### src/design/assert_macros.svh
`ifndef ASSERT_MACROS_SVH
`define ASSERT_MACROS_SVH

// checked at every rising edge outside reset
`define BMSM_ASSERT(label, clk, rst, prop, msg) \
   label: assert property (@(posedge clk) disable iff (rst) prop) else $error(msg);

// checked at every rising edge, reset included
`define BMSM_ASSERT_ALWAYS(label, clk, prop, msg) \
   label: assert property (@(posedge clk) prop) else $error(msg);

`endif

### src/design/bmsm_pkg.sv
`timescale 1ns / 1ps
`default_nettype none

package bmsm_pkg;

   localparam int POS_W      = 7;
   localparam int SIZE_W     = 8;
   localparam int THR_W      = 4;
   localparam int CSR_IDX_W  = 2;
   localparam int CSR_DATA_W = 8;
   localparam int N_RES      = 3;

   localparam logic [SIZE_W-1:0] GRID_SIZE_RESET      = 8'd100;
   localparam logic [SIZE_W-1:0] MIN_SIZE             = 8'd3;
   localparam logic [THR_W-1:0]  WALL_THRESHOLD_RESET = 4'd5;

   typedef enum logic [CSR_IDX_W-1:0] {
      CSR_GRID_WIDTH     = 2'd0,
      CSR_GRID_HEIGHT    = 2'd1,
      CSR_WALL_THRESHOLD = 2'd2
   } csr_index_type;

   typedef struct packed {
      logic r_ge1;
      logic r_ge2;
      logic c_ge1;
      logic c_ge2;
      logic c_last;
      logic r_last;
   } pos_flags_type;

   typedef struct packed {
      logic [POS_W-1:0] row;
      logic [POS_W-1:0] col;
      pos_flags_type    flags;
   } pos_type;

   typedef struct packed {
      logic [POS_W-1:0] row;
      logic [POS_W-1:0] col;
      logic             wall;
      logic             done;
   } result_type;

   typedef struct packed {
      logic [N_RES-1:0]       valid;
      result_type [N_RES-1:0] item;
   } bundle_type;

endpackage

`default_nettype wire

### src/design/bmsm_line_buf.sv
`timescale 1ns / 1ps
`default_nettype none

// two previous rows per column: bit 1 two rows up, bit 0 one row up
module bmsm_line_buf #(
   parameter int DEPTH = 128,
   parameter int AW    = 7
) (
   input  wire logic          clock,
   input  wire logic          rd_en,
   input  wire logic [AW-1:0] rd_addr,
   output logic [1:0]         rd_data,
   input  wire logic          wr_en,
   input  wire logic [AW-1:0] wr_addr,
   input  wire logic [1:0]    wr_data
);

   logic [1:0] mem [DEPTH];
   logic [1:0] rd_data_ff;

   always_ff @(posedge clock) begin
      if (wr_en) begin
         mem[wr_addr] <= wr_data;
      end
      if (rd_en) begin
         rd_data_ff <= mem[rd_addr];
      end
   end

   assign rd_data = rd_data_ff;

endmodule

`default_nettype wire

### src/design/bmsm_window.sv
`timescale 1ns / 1ps
`default_nettype none

module bmsm_window #(
   parameter int AW = 7
) (
   input  wire logic                      clock,
   input  wire logic                      reset,
   input  wire logic                      in_valid,
   output logic                           in_ready,
   input  wire logic                      in_wall,
   input  wire bmsm_pkg::pos_type         in_pos,
   input  wire logic [AW-1:0]             in_idx,
   input  wire logic [1:0]                rd_data,
   input  wire logic [bmsm_pkg::THR_W-1:0] threshold,
   output logic                           wr_en,
   output logic [AW-1:0]                  wr_addr,
   output logic [1:0]                     wr_data,
   output logic                           out_valid,
   input  wire logic                      out_ready,
   output bmsm_pkg::bundle_type           out_bundle
);

   `include "assert_macros.svh"

   localparam int POS_W = bmsm_pkg::POS_W;

   function automatic logic [1:0] ones3(input logic [2:0] v);
      ones3 = {1'b0, v[0]} + {1'b0, v[1]} + {1'b0, v[2]};
   endfunction

   logic                 s1_valid_ff, s1_valid_in;
   logic                 s1_wall_ff, s1_wall_in;
   bmsm_pkg::pos_type    s1_pos_ff, s1_pos_in;
   logic [AW-1:0]        s1_idx_ff, s1_idx_in;
   logic [5:0]           window_ff, window_in;

   logic [2:0]           col3, prev1, prev2;
   logic [3:0]           window_walls;
   logic                 smoothed;
   logic                 advance;
   bmsm_pkg::bundle_type bundle;

   // bit 0 two rows up, bit 1 one row up, bit 2 current row
   assign col3  = {s1_wall_ff, rd_data[0], rd_data[1]};
   assign prev1 = window_ff[2:0];
   assign prev2 = window_ff[5:3];

   assign window_walls = {2'b00, ones3(col3)} + {2'b00, ones3(prev1)}
                       + {2'b00, ones3(prev2)};

   always_comb begin
      if (s1_pos_ff.flags.r_ge2 && s1_pos_ff.flags.c_ge2) begin
         smoothed = (window_walls >= threshold);
      end else begin
         // window touches the border: centre passes through
         smoothed = prev1[1];
      end
   end

   always_comb begin
      bundle = '0;
      if (s1_pos_ff.flags.r_ge1 && s1_pos_ff.flags.c_ge1) begin
         bundle.valid[0]     = 1'b1;
         bundle.item[0].row  = s1_pos_ff.row - POS_W'(1);
         bundle.item[0].col  = s1_pos_ff.col - POS_W'(1);
         bundle.item[0].wall = smoothed;
         if (s1_pos_ff.flags.c_last) begin
            // right border cell of the row above
            bundle.valid[1]     = 1'b1;
            bundle.item[1].row  = s1_pos_ff.row - POS_W'(1);
            bundle.item[1].col  = s1_pos_ff.col;
            bundle.item[1].wall = col3[1];
         end
      end
      if (s1_pos_ff.flags.r_last) begin
         bundle.valid[2]     = 1'b1;
         bundle.item[2].row  = s1_pos_ff.row;
         bundle.item[2].col  = s1_pos_ff.col;
         bundle.item[2].wall = s1_wall_ff;
         bundle.item[2].done = s1_pos_ff.flags.c_last;
      end
   end

   assign advance    = s1_valid_ff && (!(|bundle.valid) || out_ready);
   assign in_ready   = !s1_valid_ff || advance;
   assign out_valid  = s1_valid_ff && (|bundle.valid);
   assign out_bundle = bundle;

   assign wr_en   = advance;
   assign wr_addr = s1_idx_ff;
   assign wr_data = {rd_data[0], s1_wall_ff};

   always_comb begin
      s1_valid_in = s1_valid_ff;
      s1_wall_in  = s1_wall_ff;
      s1_pos_in   = s1_pos_ff;
      s1_idx_in   = s1_idx_ff;
      window_in   = window_ff;
      if (advance) begin
         s1_valid_in = 1'b0;
         window_in   = {prev1, col3};
      end
      if (in_valid && in_ready) begin
         s1_valid_in = 1'b1;
         s1_wall_in  = in_wall;
         s1_pos_in   = in_pos;
         s1_idx_in   = in_idx;
      end
   end

   always_ff @(posedge clock) begin
      if (reset) begin
         s1_valid_ff <= 1'b0;
         window_ff   <= '0;
      end else begin
         s1_valid_ff <= s1_valid_in;
         window_ff   <= window_in;
      end
      s1_wall_ff <= s1_wall_in;
      s1_pos_ff  <= s1_pos_in;
      s1_idx_ff  <= s1_idx_in;
   end

   `BMSM_ASSERT(a_right_border_after_centre, clock, reset,
      out_valid && out_bundle.valid[1] |-> out_bundle.valid[0],
      "right border result without its neighbour")

endmodule

`default_nettype wire

### src/design/bmsm_serial.sv
`timescale 1ns / 1ps
`default_nettype none

module bmsm_serial (
   input  wire logic                 clock,
   input  wire logic                 reset,
   input  wire logic                 in_valid,
   output logic                      in_ready,
   input  wire bmsm_pkg::bundle_type in_bundle,
   output logic                      rsp_valid,
   input  wire logic                 rsp_ready,
   output bmsm_pkg::result_type      rsp_item
);

   `include "assert_macros.svh"

   localparam int N_RES = bmsm_pkg::N_RES;

   logic [N_RES-1:0]                 mask_ff, mask_in;
   bmsm_pkg::result_type [N_RES-1:0] items_ff, items_in;
   logic                             rsp_valid_ff, rsp_valid_in;
   bmsm_pkg::result_type             rsp_item_ff, rsp_item_in;

   logic                             take;
   logic                             move;
   logic                             load;
   logic [N_RES-1:0]                 pick;
   logic [N_RES-1:0]                 rest;
   bmsm_pkg::result_type             picked;

   assign take = !rsp_valid_ff || rsp_ready;
   assign move = take && (|mask_ff);

   // lowest pending slot goes first
   always_comb begin
      pick   = '0;
      picked = items_ff[0];
      if (mask_ff[0]) begin
         pick[0] = move;
         picked  = items_ff[0];
      end else if (mask_ff[1]) begin
         pick[1] = move;
         picked  = items_ff[1];
      end else if (mask_ff[2]) begin
         pick[2] = move;
         picked  = items_ff[2];
      end
   end

   assign rest     = mask_ff & ~pick;
   assign in_ready = (rest == '0);
   assign load     = in_valid && in_ready;

   always_comb begin
      mask_in      = rest;
      items_in     = items_ff;
      rsp_valid_in = rsp_valid_ff && !rsp_ready;
      rsp_item_in  = rsp_item_ff;
      if (load) begin
         mask_in  = in_bundle.valid;
         items_in = in_bundle.item;
      end
      if (move) begin
         rsp_valid_in = 1'b1;
         rsp_item_in  = picked;
      end
   end

   always_ff @(posedge clock) begin
      if (reset) begin
         mask_ff      <= '0;
         rsp_valid_ff <= 1'b0;
      end else begin
         mask_ff      <= mask_in;
         rsp_valid_ff <= rsp_valid_in;
      end
      items_ff    <= items_in;
      rsp_item_ff <= rsp_item_in;
   end

   assign rsp_valid = rsp_valid_ff;
   assign rsp_item  = rsp_item_ff;

   `BMSM_ASSERT(a_bundle_drains, clock, reset,
      move && (rest == '0) && !load |=> mask_ff == '0,
      "pending results left after the last one moved out")

endmodule

`default_nettype wire

### src/design/binary_majority_smoothing.sv
`timescale 1ns / 1ps
`default_nettype none

// 3x3 majority smoothing of a wall/floor grid, one pass per frame.
// req_ channel: one cell per request in raster order, req_wall_in 1 = wall.
// rsp_ channel: smoothed cells with their row and column; rsp_frame_done
// marks the last cell of the grid. Interior cells become wall when the
// walls in their 3x3 window reach wall_threshold; border cells pass through.
// csr_ channel: index 0 grid width, 1 grid height, 2 wall threshold. Sizes
// are clamped to 3..MAX_WIDTH / 3..MAX_HEIGHT; writing a size restarts the
// frame at row 0, column 0. Write only while the block is idle.
// A cell is reported once the request one row and one column later has
// arrived; results pass the window register, a pending slot and the output
// register. A request gives up to three results (right border, last row);
// while rsp_ready is high the rate is one request per cycle inside the grid
// and one result per cycle overall, set by the single result port.
// Line buffer: one memory of MAX_WIDTH entries, read when a request is taken
// and written back when it leaves the window register. Reset clears control
// state and loads the register defaults (100 x 100, threshold 5). When
// rsp_ready is low, results wait in the output register and pending slots,
// and req_ready falls.
module binary_majority_smoothing #(
   parameter int MAX_WIDTH  = 128,
   parameter int MAX_HEIGHT = 128
) (
   input  wire logic                                clock,
   input  wire logic                                reset,
   input  wire logic                                req_valid,
   output logic                                     req_ready,
   input  wire logic                                req_wall_in,
   output logic                                     rsp_valid,
   input  wire logic                                rsp_ready,
   output logic [bmsm_pkg::POS_W-1:0]               rsp_out_row,
   output logic [bmsm_pkg::POS_W-1:0]               rsp_out_col,
   output logic                                     rsp_wall_out,
   output logic                                     rsp_frame_done,
   input  wire logic                                csr_valid,
   output logic                                     csr_ready,
   input  wire logic [bmsm_pkg::CSR_IDX_W-1:0]      csr_index,
   input  wire logic [bmsm_pkg::CSR_DATA_W-1:0]     csr_wdata
);

   `include "assert_macros.svh"

   localparam int CW    = $clog2(MAX_WIDTH);
   localparam int RW    = $clog2(MAX_HEIGHT);
   localparam int POS_W = bmsm_pkg::POS_W;
   localparam int THR_W = bmsm_pkg::THR_W;

   logic [bmsm_pkg::SIZE_W-1:0] grid_width_ff, grid_width_in;
   logic [bmsm_pkg::SIZE_W-1:0] grid_height_ff, grid_height_in;
   logic [THR_W-1:0]            wall_threshold_ff, wall_threshold_in;
   logic [CW-1:0]               col_ff, col_in;
   logic [RW-1:0]               row_ff, row_in;

   logic [CW-1:0]               col_last;
   logic [RW-1:0]               row_last;
   logic                        accept;
   bmsm_pkg::pos_type           pos;

   logic [1:0]                  rd_data;
   logic                        wr_en;
   logic [CW-1:0]               wr_addr;
   logic [1:0]                  wr_data;

   logic                        win_valid;
   logic                        win_ready;
   bmsm_pkg::bundle_type        bundle;
   bmsm_pkg::result_type        rsp_item;

   // clamped last column and last row
   always_comb begin
      if (grid_width_ff < bmsm_pkg::MIN_SIZE) begin
         col_last = CW'(bmsm_pkg::MIN_SIZE - 8'd1);
      end else if (32'(grid_width_ff) > MAX_WIDTH) begin
         col_last = CW'(MAX_WIDTH - 1);
      end else begin
         col_last = CW'(grid_width_ff - 8'd1);
      end
      if (grid_height_ff < bmsm_pkg::MIN_SIZE) begin
         row_last = RW'(bmsm_pkg::MIN_SIZE - 8'd1);
      end else if (32'(grid_height_ff) > MAX_HEIGHT) begin
         row_last = RW'(MAX_HEIGHT - 1);
      end else begin
         row_last = RW'(grid_height_ff - 8'd1);
      end
   end

   assign accept = req_valid && req_ready;

   always_comb begin
      pos.row          = POS_W'(row_ff);
      pos.col          = POS_W'(col_ff);
      pos.flags.r_ge1  = (row_ff != '0);
      pos.flags.r_ge2  = (row_ff > RW'(1));
      pos.flags.c_ge1  = (col_ff != '0);
      pos.flags.c_ge2  = (col_ff > CW'(1));
      pos.flags.c_last = (col_ff == col_last);
      pos.flags.r_last = (row_ff == row_last);
   end

   always_comb begin
      grid_width_in     = grid_width_ff;
      grid_height_in    = grid_height_ff;
      wall_threshold_in = wall_threshold_ff;
      col_in            = col_ff;
      row_in            = row_ff;
      if (accept) begin
         if (col_ff == col_last) begin
            col_in = '0;
            row_in = (row_ff == row_last) ? '0 : row_ff + RW'(1);
         end else begin
            col_in = col_ff + CW'(1);
         end
      end
      if (csr_valid && csr_ready) begin
         case (bmsm_pkg::csr_index_type'(csr_index))
            bmsm_pkg::CSR_GRID_WIDTH: begin
               grid_width_in = csr_wdata;
               col_in        = '0;
               row_in        = '0;
            end
            bmsm_pkg::CSR_GRID_HEIGHT: begin
               grid_height_in = csr_wdata;
               col_in         = '0;
               row_in         = '0;
            end
            bmsm_pkg::CSR_WALL_THRESHOLD: begin
               wall_threshold_in = csr_wdata[THR_W-1:0];
            end
            default: begin
            end
         endcase
      end
   end

   always_ff @(posedge clock) begin
      if (reset) begin
         grid_width_ff     <= bmsm_pkg::GRID_SIZE_RESET;
         grid_height_ff    <= bmsm_pkg::GRID_SIZE_RESET;
         wall_threshold_ff <= bmsm_pkg::WALL_THRESHOLD_RESET;
         col_ff            <= '0;
         row_ff            <= '0;
      end else begin
         grid_width_ff     <= grid_width_in;
         grid_height_ff    <= grid_height_in;
         wall_threshold_ff <= wall_threshold_in;
         col_ff            <= col_in;
         row_ff            <= row_in;
      end
   end

   assign csr_ready = 1'b1;

   bmsm_line_buf #(
      .DEPTH (MAX_WIDTH),
      .AW    (CW)
   ) u_line_buf (
      .clock   (clock),
      .rd_en   (accept),
      .rd_addr (col_ff),
      .rd_data (rd_data),
      .wr_en   (wr_en),
      .wr_addr (wr_addr),
      .wr_data (wr_data)
   );

   bmsm_window #(
      .AW (CW)
   ) u_window (
      .clock      (clock),
      .reset      (reset),
      .in_valid   (req_valid),
      .in_ready   (req_ready),
      .in_wall    (req_wall_in),
      .in_pos     (pos),
      .in_idx     (col_ff),
      .rd_data    (rd_data),
      .threshold  (wall_threshold_ff),
      .wr_en      (wr_en),
      .wr_addr    (wr_addr),
      .wr_data    (wr_data),
      .out_valid  (win_valid),
      .out_ready  (win_ready),
      .out_bundle (bundle)
   );

   bmsm_serial u_serial (
      .clock     (clock),
      .reset     (reset),
      .in_valid  (win_valid),
      .in_ready  (win_ready),
      .in_bundle (bundle),
      .rsp_valid (rsp_valid),
      .rsp_ready (rsp_ready),
      .rsp_item  (rsp_item)
   );

   assign rsp_out_row    = rsp_item.row;
   assign rsp_out_col    = rsp_item.col;
   assign rsp_wall_out   = rsp_item.wall;
   assign rsp_frame_done = rsp_item.done;

   `BMSM_ASSERT(a_col_in_grid, clock, reset, col_ff <= col_last,
      "column count beyond the last column")
   `BMSM_ASSERT(a_row_in_grid, clock, reset, row_ff <= row_last,
      "row count beyond the last row")

endmodule

`default_nettype wire
### config.mk
export PLATFORM = sky130hd
export DESIGN_NAME = binary_majority_smoothing
export DESIGN_NICKNAME = d
export VERILOG_FILES = /design/src/design/bmsm_pkg.sv /design/src/design/bmsm_line_buf.sv /design/src/design/bmsm_window.sv /design/src/design/bmsm_serial.sv /design/src/design/binary_majority_smoothing.sv
export VERILOG_INCLUDE_DIRS = /design/src /design/src/design
export SDC_FILE = /design/constraint.sdc
export NUM_CORES = 1
export LEC_CHECK = 0
export BUFFER_PORTS_ARGS = -buffer_cell sky130_fd_sc_hd__buf_4
export CORE_ASPECT_RATIO = 1.2
export CORE_UTILIZATION = 35
export CTS_CLUSTER_SIZE = 28
export DETAILED_ROUTE_END_ITERATION = 10
export PLACE_DENSITY = 0.57
export SLEW_MARGIN = 20
export SYNTH_ARGS = -nofsm -noshare
export SYNTH_HDL_FRONTEND = slang
export SYNTH_HIERARCHICAL = 1
export SYNTH_SLANG_ARGS = --single-unit
export TNS_END_PERCENT = 10
### constraint.sdc
create_clock -name clock -period 3.9 [get_ports clock]
set_input_delay 0 -clock clock [delete_from_list [all_inputs] [get_ports clock]]
set_output_delay 0 -clock clock [all_outputs]
set_load 0.02 [all_outputs]
==> reports/metrics.yaml, run 1 <==
track_usage_pct: 15.09
vias_per_cell: 5.116
syn_area_um2: 17360
ir_drop_mv: 0.3065
fmax_mhz: 267.5
startpoint_type: "flip-flop"
clock_power_share_pct: 42.6
finalCritPeriodShare_pct: 95.86
vias: 10098
drt_first_pass_iters: 5
clockBufferDepth: 3
yosysTopAreaCellShare_pct: 60.55
core_um2: 49110
slew-limit-headroom_pct: 26.91
dp_worst_setup_slack_ns: 0.05838
ios: 35
syn_area_per_cell_um2: 13.95
async_flop_share_pct: 0
critPathCaptureType: "flip-flop"
grt_pass1_wl_um: 58420
yosys_most_used_dff: "edfxtp_1"
synth.top_cells.by_count: "edfxtp_1 (350), nor2_1 (178), nand2_1 (73), mux4_2 (51)"
grt_pass1_vias: 10546
area_growth_pct: 14.56
critPathMaxFanout: 2
synth_edf_count: 350
worst_pin_slew_ns: 1.096
num_antenna_cells: 0
setup_viol: 0
p_total_uw: 8945
timing.final.crit_period_ns: 3.739
root_buffer: "clkbuf_16"
worstSkewPairLatency_ns: 0.57
synth.most_common_cell: "edfxtp_1"
cts_tree: "done"
yosys.area.top_type: "edfxtp_1"
fin_nets: 1344
fin_skew_ns: 0.01448
critPathKind: "flip-flop to flip-flop"
final-max-slew-violation-count: 0
p_sw_share_pct: 21.51
htreeDepth: 2
synthCells: 1244
power_leakage_uw: 0.006383
gp_congestion: 0.7686
ant_nets: 0
fillers: 4532
clk_pin_slew_ns: 0.06
finalSetupTns_ns: 0
wl_um: 36990
p_sw_uw: 1924
ys_top_cells_by_area: "edfxtp_1 (61%), mux4_2 (6.6%), dfxtp_1 (5.2%)"
cp_data_arrival_time_ns: 4.06
hold_path_class: "input port to flip-flop"
portBuffers: 33
drv_cap: 0
ys_warn_count: 6
globalRouteOverflowTotal: 0
setup_ws_ns: 0.1614
drive_gt1_share_pct: 15.41
drc: 0
power_frac_comb_pct: 4.9
numCtsBuffers: 42
grt_setup_unrepaired: "false"
outcome: "complete, no violations"
drt_iter0_markers: 644
multi_input_area_um2: 5433
final_hold_viol_count: 0
die_w_um: 205.3
p_per_area_nw_per_um2: 449.8
die_height_um: 246.0
intPower_uw: 7021
start_util_pct: 35.35
ys_seq_elements: 395
die-area_um2: 50490
row_count: 89
grt_max_degree: 105
worst-endpoint-required_ns: 4.22
dp_hpwl_um: 23840
seq_power_share_pct: 52.5
ff_latch_area_um2: 11420
detail_route.wl_per_cell_um: 18.74
clock-sinks: 395
ys_seq_area_share_pct: 65.74
ys_types: 73
grt_antenna_before_repair: 0
==> through the flow <==
step	utilization [%]	cells	area [um^2]	hold slack (ns)
after floorplan	-	1245	17360	0.06941
after global placement	37.31	1872	18320	0.2172
after detailed placement	37.31	1872	18320	0.2223
after CTS	40.47	1973	19880	0.1721
after global routing	40.49	1974	19890	0.2009
final	40.49	1974	19890	0.1790
==> worst paths after layout <==
kind | to | startpoint | slack, ns | cells after the start
max reg2reg | u_serial/items_ff[1]$_DFFE_PP_ | u_line_buf/rd_data[1]$_DFFE_PP_ | 0.16 | 13
min reg2reg | wall_threshold_ff[2]$_SDFFE_PP1P_ | wall_threshold_ff[2]$_SDFFE_PP1P_ | 0.47 | 1
max | u_serial/items_ff[1]$_DFFE_PP_ | u_line_buf/rd_data[1]$_DFFE_PP_ | 0.16 | 13
min | u_window/s1_wall_ff$_DFFE_PP_ | req_wall_in | 0.18 | 2
==> cell families (layout without fill, tap and decap cells) <==
kind of cell / count (synthesis) / after routing / synth area share (%)
and+or+nand+nor: 435 / 435 / 12.16
DFF: 395 / 395 / 65.74
AOI/OAI and AO/OA: 142 / 142 / 5.457
buffers and inverters: 114 / 206 / 3.006
muxes: 110 / 110 / 10.55
adders and majority gates: 24 / 24 / 1.932
xor gates and xnor gates: 22 / 22 / 1.110
other: 2 / 3 / 0.04327
==> timing repair <==
action | 4_1_cts | 5_1_grt
endpoints found under the hold margin | 33 | 0
hold buffers | 25 | 0
resized for setup | 0 | 3
setup buffers | 0 | 1
setup endpoints to repair | 0 | 1
==> critical path, cell delays in order (launching register included) <==
cell      delay (ns)
edfxtp_1        0.38
inv_1           0.09
fa_1            0.44
fa_1            0.55
fa_1            0.41
inv_1           0.08
fa_2            0.20
inv_2           0.04
fa_1            0.53
inv_1           0.04
ha_1            0.26
o211ai_1        0.16
a21oi_1         0.06
o31a_1          0.26
==> power groups by stage <==
stage	sequential (uW)	clock [uW]	combinational [uW]
2_1_floorplan	4760	0	316
3_3_place_gp	4780	0	423
3_5_place_dp	4780	0	427
4_1_cts	4690	3910	447
5_1_grt	4700	4050	490
6_report	4690	3810	442
==> cell type report <==
| cell class | count | share of cell area, % |
|---|---|---|
| sequential | 395 | 57.41 |
| multi-input combinational | 736 | 27.32 |
| clock buffer | 51 | 5.455 |
| tap | 637 | 4.008 |
| timing repair buffer | 90 | 3.964 |
| clock inverter | 25 | 1.089 |
| inverter | 40 | 0.7551 |
==> sequential cells by signal (all words and copies together) (netlist names) <==
register,count
u_window/s1_pos_ff,20
u_serial/mask_ff,3
u_window/s1_valid_ff,1
u_serial/items_ff,48
row_ff,7
u_line_buf/rd_data,2
grid_height_ff,8
u_window/wr_addr,7
u_window/window_ff,6
u_serial/rsp_valid,1
grid_width_ff,8
u_line_buf/mem,256
u_window/s1_wall_ff,1
u_serial/rsp_item,16
wall_threshold_ff,4
col_ff,7
==> metal layers <==
metal,vias up,wire length (um),global-route usage [%]
li1,4799,-,-
met1,5041,14900,17.39
met2,178,19750,27.86
met3,80,1268,2.505
met4,0,1073,5.338
met5,-,0,0
==> cell usage in the layout, fill, tap and decap left out, types with 24 or more instances in the layout <==
cell type and count:
nand3_1 40, a22oi_1 34, mux4_2 51, nor2_1 178
clkbuf_16 42, inv_1 36, edfxtp_1 350, buf_4 61
mux2i_1 45, nor3_1 24, nand2_1 73, dlygate4sd3_1 25
a21oi_1 28, dfxtp_1 43
No activity file was read; power rests on OpenSTA's default activity.
==> run 2: changes to the inputs <==
--- a/config.mk
+++ b/config.mk
@@ -12,6 +12,7 @@
 export CTS_CLUSTER_SIZE = 28
 export DETAILED_ROUTE_END_ITERATION = 10
 export PLACE_DENSITY = 0.57
+export RECOVER_POWER = 100
 export SLEW_MARGIN = 20
 export SYNTH_ARGS = -nofsm -noshare
 export SYNTH_HDL_FRONTEND = slang
==> run 2 against run 1 <==
Against the previous run: the run now ends with max-capacitance violations, max-slew violations left; sequential power about the same; critical path type unchanged; sequential share of layout area increased by 0.49 points; hold slack improved by 0.076 ns; largest cell class unchanged.
==> reports/metrics.yaml, run 2 (same netlist as run 1, synthesis figures left out) <==
critPathMaxFanout: 2
regMostFlops: "u_line_buf/mem"
final_hold_viol_count: 0
cts_tree: "done"
grt_setup_unrepaired: "false"
clk_pin_slew_ns: 0.06
ant_nets: 0
core_um2: 49110
power_leakage_uw: 0.006237
die_height_um: 246.0
final_common_cell: "edfxtp_1"
finalSetupTns_ns: 0
htreeDepth: 2
detail_route.wl_per_cell_um: 18.71
largest_register_ffs: 256
fin_nets: 1344
die-area_um2: 50490
drc: 0
layout_common_cells: "edfxtp_1 (350), nor2_1 (178), nand2_1 (73)"
slowest_delay_ns: 0.55
gp_congestion: 0.7686
setup_ws_ns: 0.1636
grt_max_degree: 105
vias: 10090
cp_data_arrival_time_ns: 4.06
hold_path_class: "input port to flip-flop"
slew-limit-headroom_pct: -34.40
hold_path.startpoint: "csr_wdata[0]"
worstRegToRegCells: 13
dp_hpwl_um: 23840
largestRegisters: "u_line_buf/mem (256), u_serial/items_ff (48), u_window/s1_pos_ff (20)"
track_usage_pct: 15.09
wl_um: 36940
ir_drop_mv: 0.3066
vias_per_cell: 5.111
final-max-slew-violation-count: 235
start_util_pct: 35.35
r2r_end: "u_serial/items_ff[1]$_DFFE_PP_"
die_w_um: 205.3
numCtsBuffers: 42
critPathSlowestCell: "fa_1"
crit_top_cell: "fa_1"
final_cells: 1974
outcome: "finished with violations"
clock-sinks: 395
critPathKind: "flip-flop to flip-flop"
reg2reg_slack_ns: 0.16
min_to: "grid_width_ff[0]$_SDFFE_PP0P_"
critPathCaptureType: "flip-flop"
r2r_start: "u_line_buf/rd_data[1]$_DFFE_PP_"
fin_area_um2: 19720
fin_skew_ns: 0.01232
p_per_area_nw_per_um2: 453.8
path_buf_inv: 4
drv_cap: 3
worst-endpoint-required_ns: 4.22
worstSkewPairLatency_ns: 0.56
violations: "max-capacitance violations, max-slew violations"
dp_worst_setup_slack_ns: 0.05838
grt_antenna_before_repair: 0
portBuffers: 33
globalRouteOverflowTotal: 0
drive_gt1_share_pct: 12.04
row_count: 89
clockBufferDepth: 3
setup_viol: 0
fillers: 4575
area_growth_pct: 13.58
grt_pass1_wl_um: 58420
drt_iter0_markers: 670
cp_top_family: "adder cells"
min_path_cells: 4
grt_pass1_vias: 10546
worst_pin_slew_ns: 2.016
startpoint_type: "flip-flop"
drt_first_pass_iters: 5
place_area_um2: 18320
dp.cells: 1872
finalCritPeriodShare_pct: 95.81
p_total_uw: 8946
ios: 35
num_antenna_cells: 0
root_buffer: "clkbuf_16"
timing.final.crit_period_ns: 3.736
path_cells: "inv_1 > fa_1 > fa_1 > fa_1 > inv_1 > fa_2 > inv_2 > fa_1 > inv_1 > ha_1 > o211ai_1 > a21oi_1 > o31a_1"
fmax_mhz: 267.6
-- run 2: power by group --
group          internal, uW  switching, uW
registers              4650           48.8
logic                   181            254
clock network          2190           1630
total                  7020           1930
-- run 2: layout make-up --
class | instances | area, um^2 | share of cell area [%]
clock inverter | 25 | 216.5 | 1.098
tap | 637 | 797.0 | 4.043
timing repair buffer | 90 | 628.1 | 3.186
sequential | 395 | 11410 | 57.90
clock buffer | 51 | 1085 | 5.502
inverter | 40 | 150.1 | 0.7616
multi-input combinational | 736 | 5424 | 27.51
-- run 2: metrics by stage --
| step | hold WS [ns] | utilization [%] |
|---|---|---|
| 6_report | 0.2551 | 40.15 |
| 5_1_grt | 0.2793 | 40.15 |
| 4_1_cts | 0.1721 | 40.47 |
| 3_5_place_dp | 0.2223 | 37.31 |
| 3_3_place_gp | 0.2172 | 37.31 |
| 2_1_floorplan | 0.06941 | - |
-- run 2: worst max path at each step --
stage | slack [ns] | to | from | depth (start not counted)
final | 0.16 | u_serial/items_ff[1]$_DFFE_PP_ | u_line_buf/rd_data[1]$_DFFE_PP_ | 13
after global routing | 0.006 | u_line_buf/mem[58][0]$_DFFE_PP_ | u_window/s1_wall_ff$_DFFE_PP_ | 2
after CTS | 0.08 | u_serial/items_ff[1]$_DFFE_PP_ | u_line_buf/rd_data[0]$_DFFE_PP_ | 13
after detailed placement | 0.06 | u_serial/items_ff[1]$_DFFE_PP_ | u_line_buf/rd_data[0]$_DFFE_PP_ | 13
after global placement | 0.11 | u_serial/items_ff[1]$_DFFE_PP_ | u_line_buf/rd_data[0]$_DFFE_PP_ | 13
after floorplan | 0.19 | u_serial/items_ff[1]$_DFFE_PP_ | u_line_buf/rd_data[0]$_DFFE_PP_ | 13
-- run 2: what timing repair did --
item,4_1_cts,5_1_grt
gates resized for setup,0,3
setup buffers,0,1
hold buffers,25,0
setup endpoints to repair,0,1
hold endpoints to repair,33,0
-- run 2: tightest hold or removal path, delay by kind of cell --
family        cells  cell delay [ns]
mux               1             0.06
simple gates      1             0.07
buf+inv           2             0.64
-- run 2: routing by layer --
layer	vias up	part of all wire (%)	track usage, %
li1	4804	-	-
met1	5022	40	17.39
met2	184	53	27.86
met3	80	3.8	2.505
met4	0	2.9	5.338
met5	-	0	0
==> run 3: changes to the inputs <==
--- a/config.mk
+++ b/config.mk
@@ -9,6 +9,7 @@
 export BUFFER_PORTS_ARGS = -buffer_cell sky130_fd_sc_hd__buf_4
 export CORE_ASPECT_RATIO = 1.2
 export CORE_UTILIZATION = 35
+export CTS_BUF_LIST = sky130_fd_sc_hd__clkbuf_4 sky130_fd_sc_hd__clkbuf_8
 export CTS_CLUSTER_SIZE = 28
 export DETAILED_ROUTE_END_ITERATION = 10
 export PLACE_DENSITY = 0.57
==> run 3 against run 2 <==
Against the previous run: the run still ends with max-capacitance violations, max-slew violations left; count of clock-buffer cells in the layout rose by 43; critical path type unchanged; largest power group unchanged; non-clock buffer count is 2 higher; combinational power about the same; highest routed layer unchanged.
==> reports/metrics.yaml, run 3 (same netlist as run 1, synthesis figures left out) <==
outcome: "finished with violations"
violations: "max-capacitance violations, max-slew violations"
worstRegToRegCells: 13
slowest_delay_ns: 0.55
fillers: 4618
layout_common_cells: "edfxtp_1 (350), nor2_1 (178), nand2_1 (73), clkbuf_8 (73), mux4_2 (51)"
root_buffer: "clkbuf_8"
hold_path_class: "input port to flip-flop"
die_w_um: 205.3
grt_pass1_vias: 10877
drv_cap: 3
final_hold_viol_count: 0
finalCritPeriodShare_pct: 96.24
cp_top_family: "adder cells"
largestRegisters: "u_line_buf/mem (256), u_serial/items_ff (48), u_window/s1_pos_ff (20)"
worstSkewPairLatency_ns: 0.62
crit_top_cell: "fa_1"
path_buf_inv: 4
worst-endpoint-required_ns: 4.26
grt_pass1_wl_um: 59010
slew-limit-headroom_pct: -34.93
drt_iter0_markers: 626
htreeDepth: 3
reg2reg_slack_ns: 0.15
row_count: 89
setup_viol: 0
grt_max_degree: 105
area_growth_pct: 14.08
critPathCaptureType: "flip-flop"
num_antenna_cells: 0
cp_data_arrival_time_ns: 4.11
vias_per_cell: 5.060
dp.cells: 1872
grt_setup_unrepaired: "false"
path_cells: "inv_2 > fa_1 > fa_1 > fa_1 > inv_1 > fa_2 > inv_2 > fa_1 > inv_1 > ha_1 > o211ai_1 > a21oi_1 > o31a_1"
r2r_start: "u_line_buf/rd_data[1]$_DFFE_PP_"
final-max-slew-violation-count: 235
regMostFlops: "u_line_buf/mem"
drt_first_pass_iters: 5
clock-sinks: 395
vias: 10231
core_um2: 49110
portBuffers: 33
critPathSlowestCell: "fa_1"
ant_nets: 0
worst_pin_slew_ns: 2.024
power_leakage_uw: 0.006311
critPathKind: "flip-flop to flip-flop"
globalRouteOverflowTotal: 0
fmax_mhz: 266.4
track_usage_pct: 15.40
clk_pin_slew_ns: 0.06
startpoint_type: "flip-flop"
min_to: "grid_width_ff[0]$_SDFFE_PP0P_"
ir_drop_mv: 0.2249
critPathMaxFanout: 2
fin_nets: 1371
final_cells: 2022
die_height_um: 246.0
die-area_um2: 50490
clockBufferDepth: 3
timing.final.crit_period_ns: 3.754
p_per_area_nw_per_um2: 450.5
numCtsBuffers: 67
wl_um: 37590
min_path_cells: 4
hold_path.startpoint: "csr_wdata[0]"
gp_congestion: 0.7686
finalSetupTns_ns: 0
dp_hpwl_um: 23840
detail_route.wl_per_cell_um: 18.59
r2r_end: "u_serial/items_ff[1]$_DFFE_PP_"
cts_tree: "done"
largest_register_ffs: 256
grt_antenna_before_repair: 0
drive_gt1_share_pct: 14.95
final_common_cell: "edfxtp_1"
fin_skew_ns: 0.03990
ios: 35
start_util_pct: 35.35
drc: 0
## run 3: changes by cell type in the layout (fill, tap and decap cells not counted), moves of 2 or more
cell	delta
clkbuf_8	+73
clkbuf_16	-42
clkbuf_4	+21
clkinv_1	+10
clkbuf_1	-9
clkinv_2	-8
buf_4	+2
clkbuf_2	-2
clkinvlp_4	+2
dlygate4sd3_1	+2
inv_6	-2
## run 3: where the power goes
part	internal, uW	switching, uW
sequential	4650	49.0
combinational	180	254
clock	2130	1650
## run 3: worst max-delay path by stage
stage	from	slack, ns	cells past startpoint	end
after floorplan	u_line_buf/rd_data[0]$_DFFE_PP_	0.19	13	u_serial/items_ff[1]$_DFFE_PP_
after global placement	u_line_buf/rd_data[0]$_DFFE_PP_	0.11	13	u_serial/items_ff[1]$_DFFE_PP_
after detailed placement	u_line_buf/rd_data[0]$_DFFE_PP_	0.06	13	u_serial/items_ff[1]$_DFFE_PP_
after CTS	u_line_buf/rd_data[0]$_DFFE_PP_	0.06	13	u_serial/items_ff[1]$_DFFE_PP_
after global routing	u_line_buf/rd_data[1]$_DFFE_PP_	0.007	13	u_serial/items_ff[1]$_DFFE_PP_
final	u_line_buf/rd_data[1]$_DFFE_PP_	0.15	13	u_serial/items_ff[1]$_DFFE_PP_
## run 3: final cells by class
cell class / instances / area (um^2) / share of cell area [%]
Timing Repair Buffer: 92 / 638.1 / 3.223
Multi-Input combinational cell: 736 / 5424 / 27.39
Clock buffer: 94 / 1162 / 5.870
Tap cell: 637 / 797.0 / 4.025
Sequential cell: 395 / 11410 / 57.65
Inverter: 40 / 150.1 / 0.7582
Clock inverter: 28 / 215.2 / 1.087
## run 3: what timing repair did
action | in CTS | in global routing
gates resized for setup | 0 | 4
setup endpoints to repair | 0 | 1
buffers inserted | 0 | 1
hold buffers | 27 | 0
endpoints found under the hold margin | 38 | 0
## run 3: routing by layer
layer | track usage (%) | wire length [um]
met1 | 17.35 | 15150
met5 | 0 | 0
met3 | 3.141 | 1432
met4 | 6.667 | 1093
met2 | 27.87 | 19910
## run 3: per-stage QoR
stage | utilization (%) | area (um^2) | hold slack, ns | setup slack (ns) | power (uW)
after floorplan | - | 17360 | 0.06941 | 0.1899 | 5072
after CTS | 40.67 | 19970 | 0.1059 | 0.06381 | 9053
after global routing | 40.32 | 19800 | 0.1876 | 0.007025 | 9267
after global placement | 37.31 | 18320 | 0.2172 | 0.1061 | 5204
after detailed placement | 37.31 | 18320 | 0.2223 | 0.05838 | 5209
final | 40.32 | 19800 | 0.1981 | 0.1465 | 8920
## run 3: worst register-to-register path, cell delays in order, from the launching register on
cell      delay (ns)
edfxtp_1        0.39
inv_2           0.07
fa_1            0.44
fa_1            0.55
fa_1            0.41
inv_1           0.08
fa_2            0.20
inv_2           0.04
fa_1            0.53
inv_1           0.04
ha_1            0.26
o211ai_1        0.16
a21oi_1         0.06
o31a_1          0.26
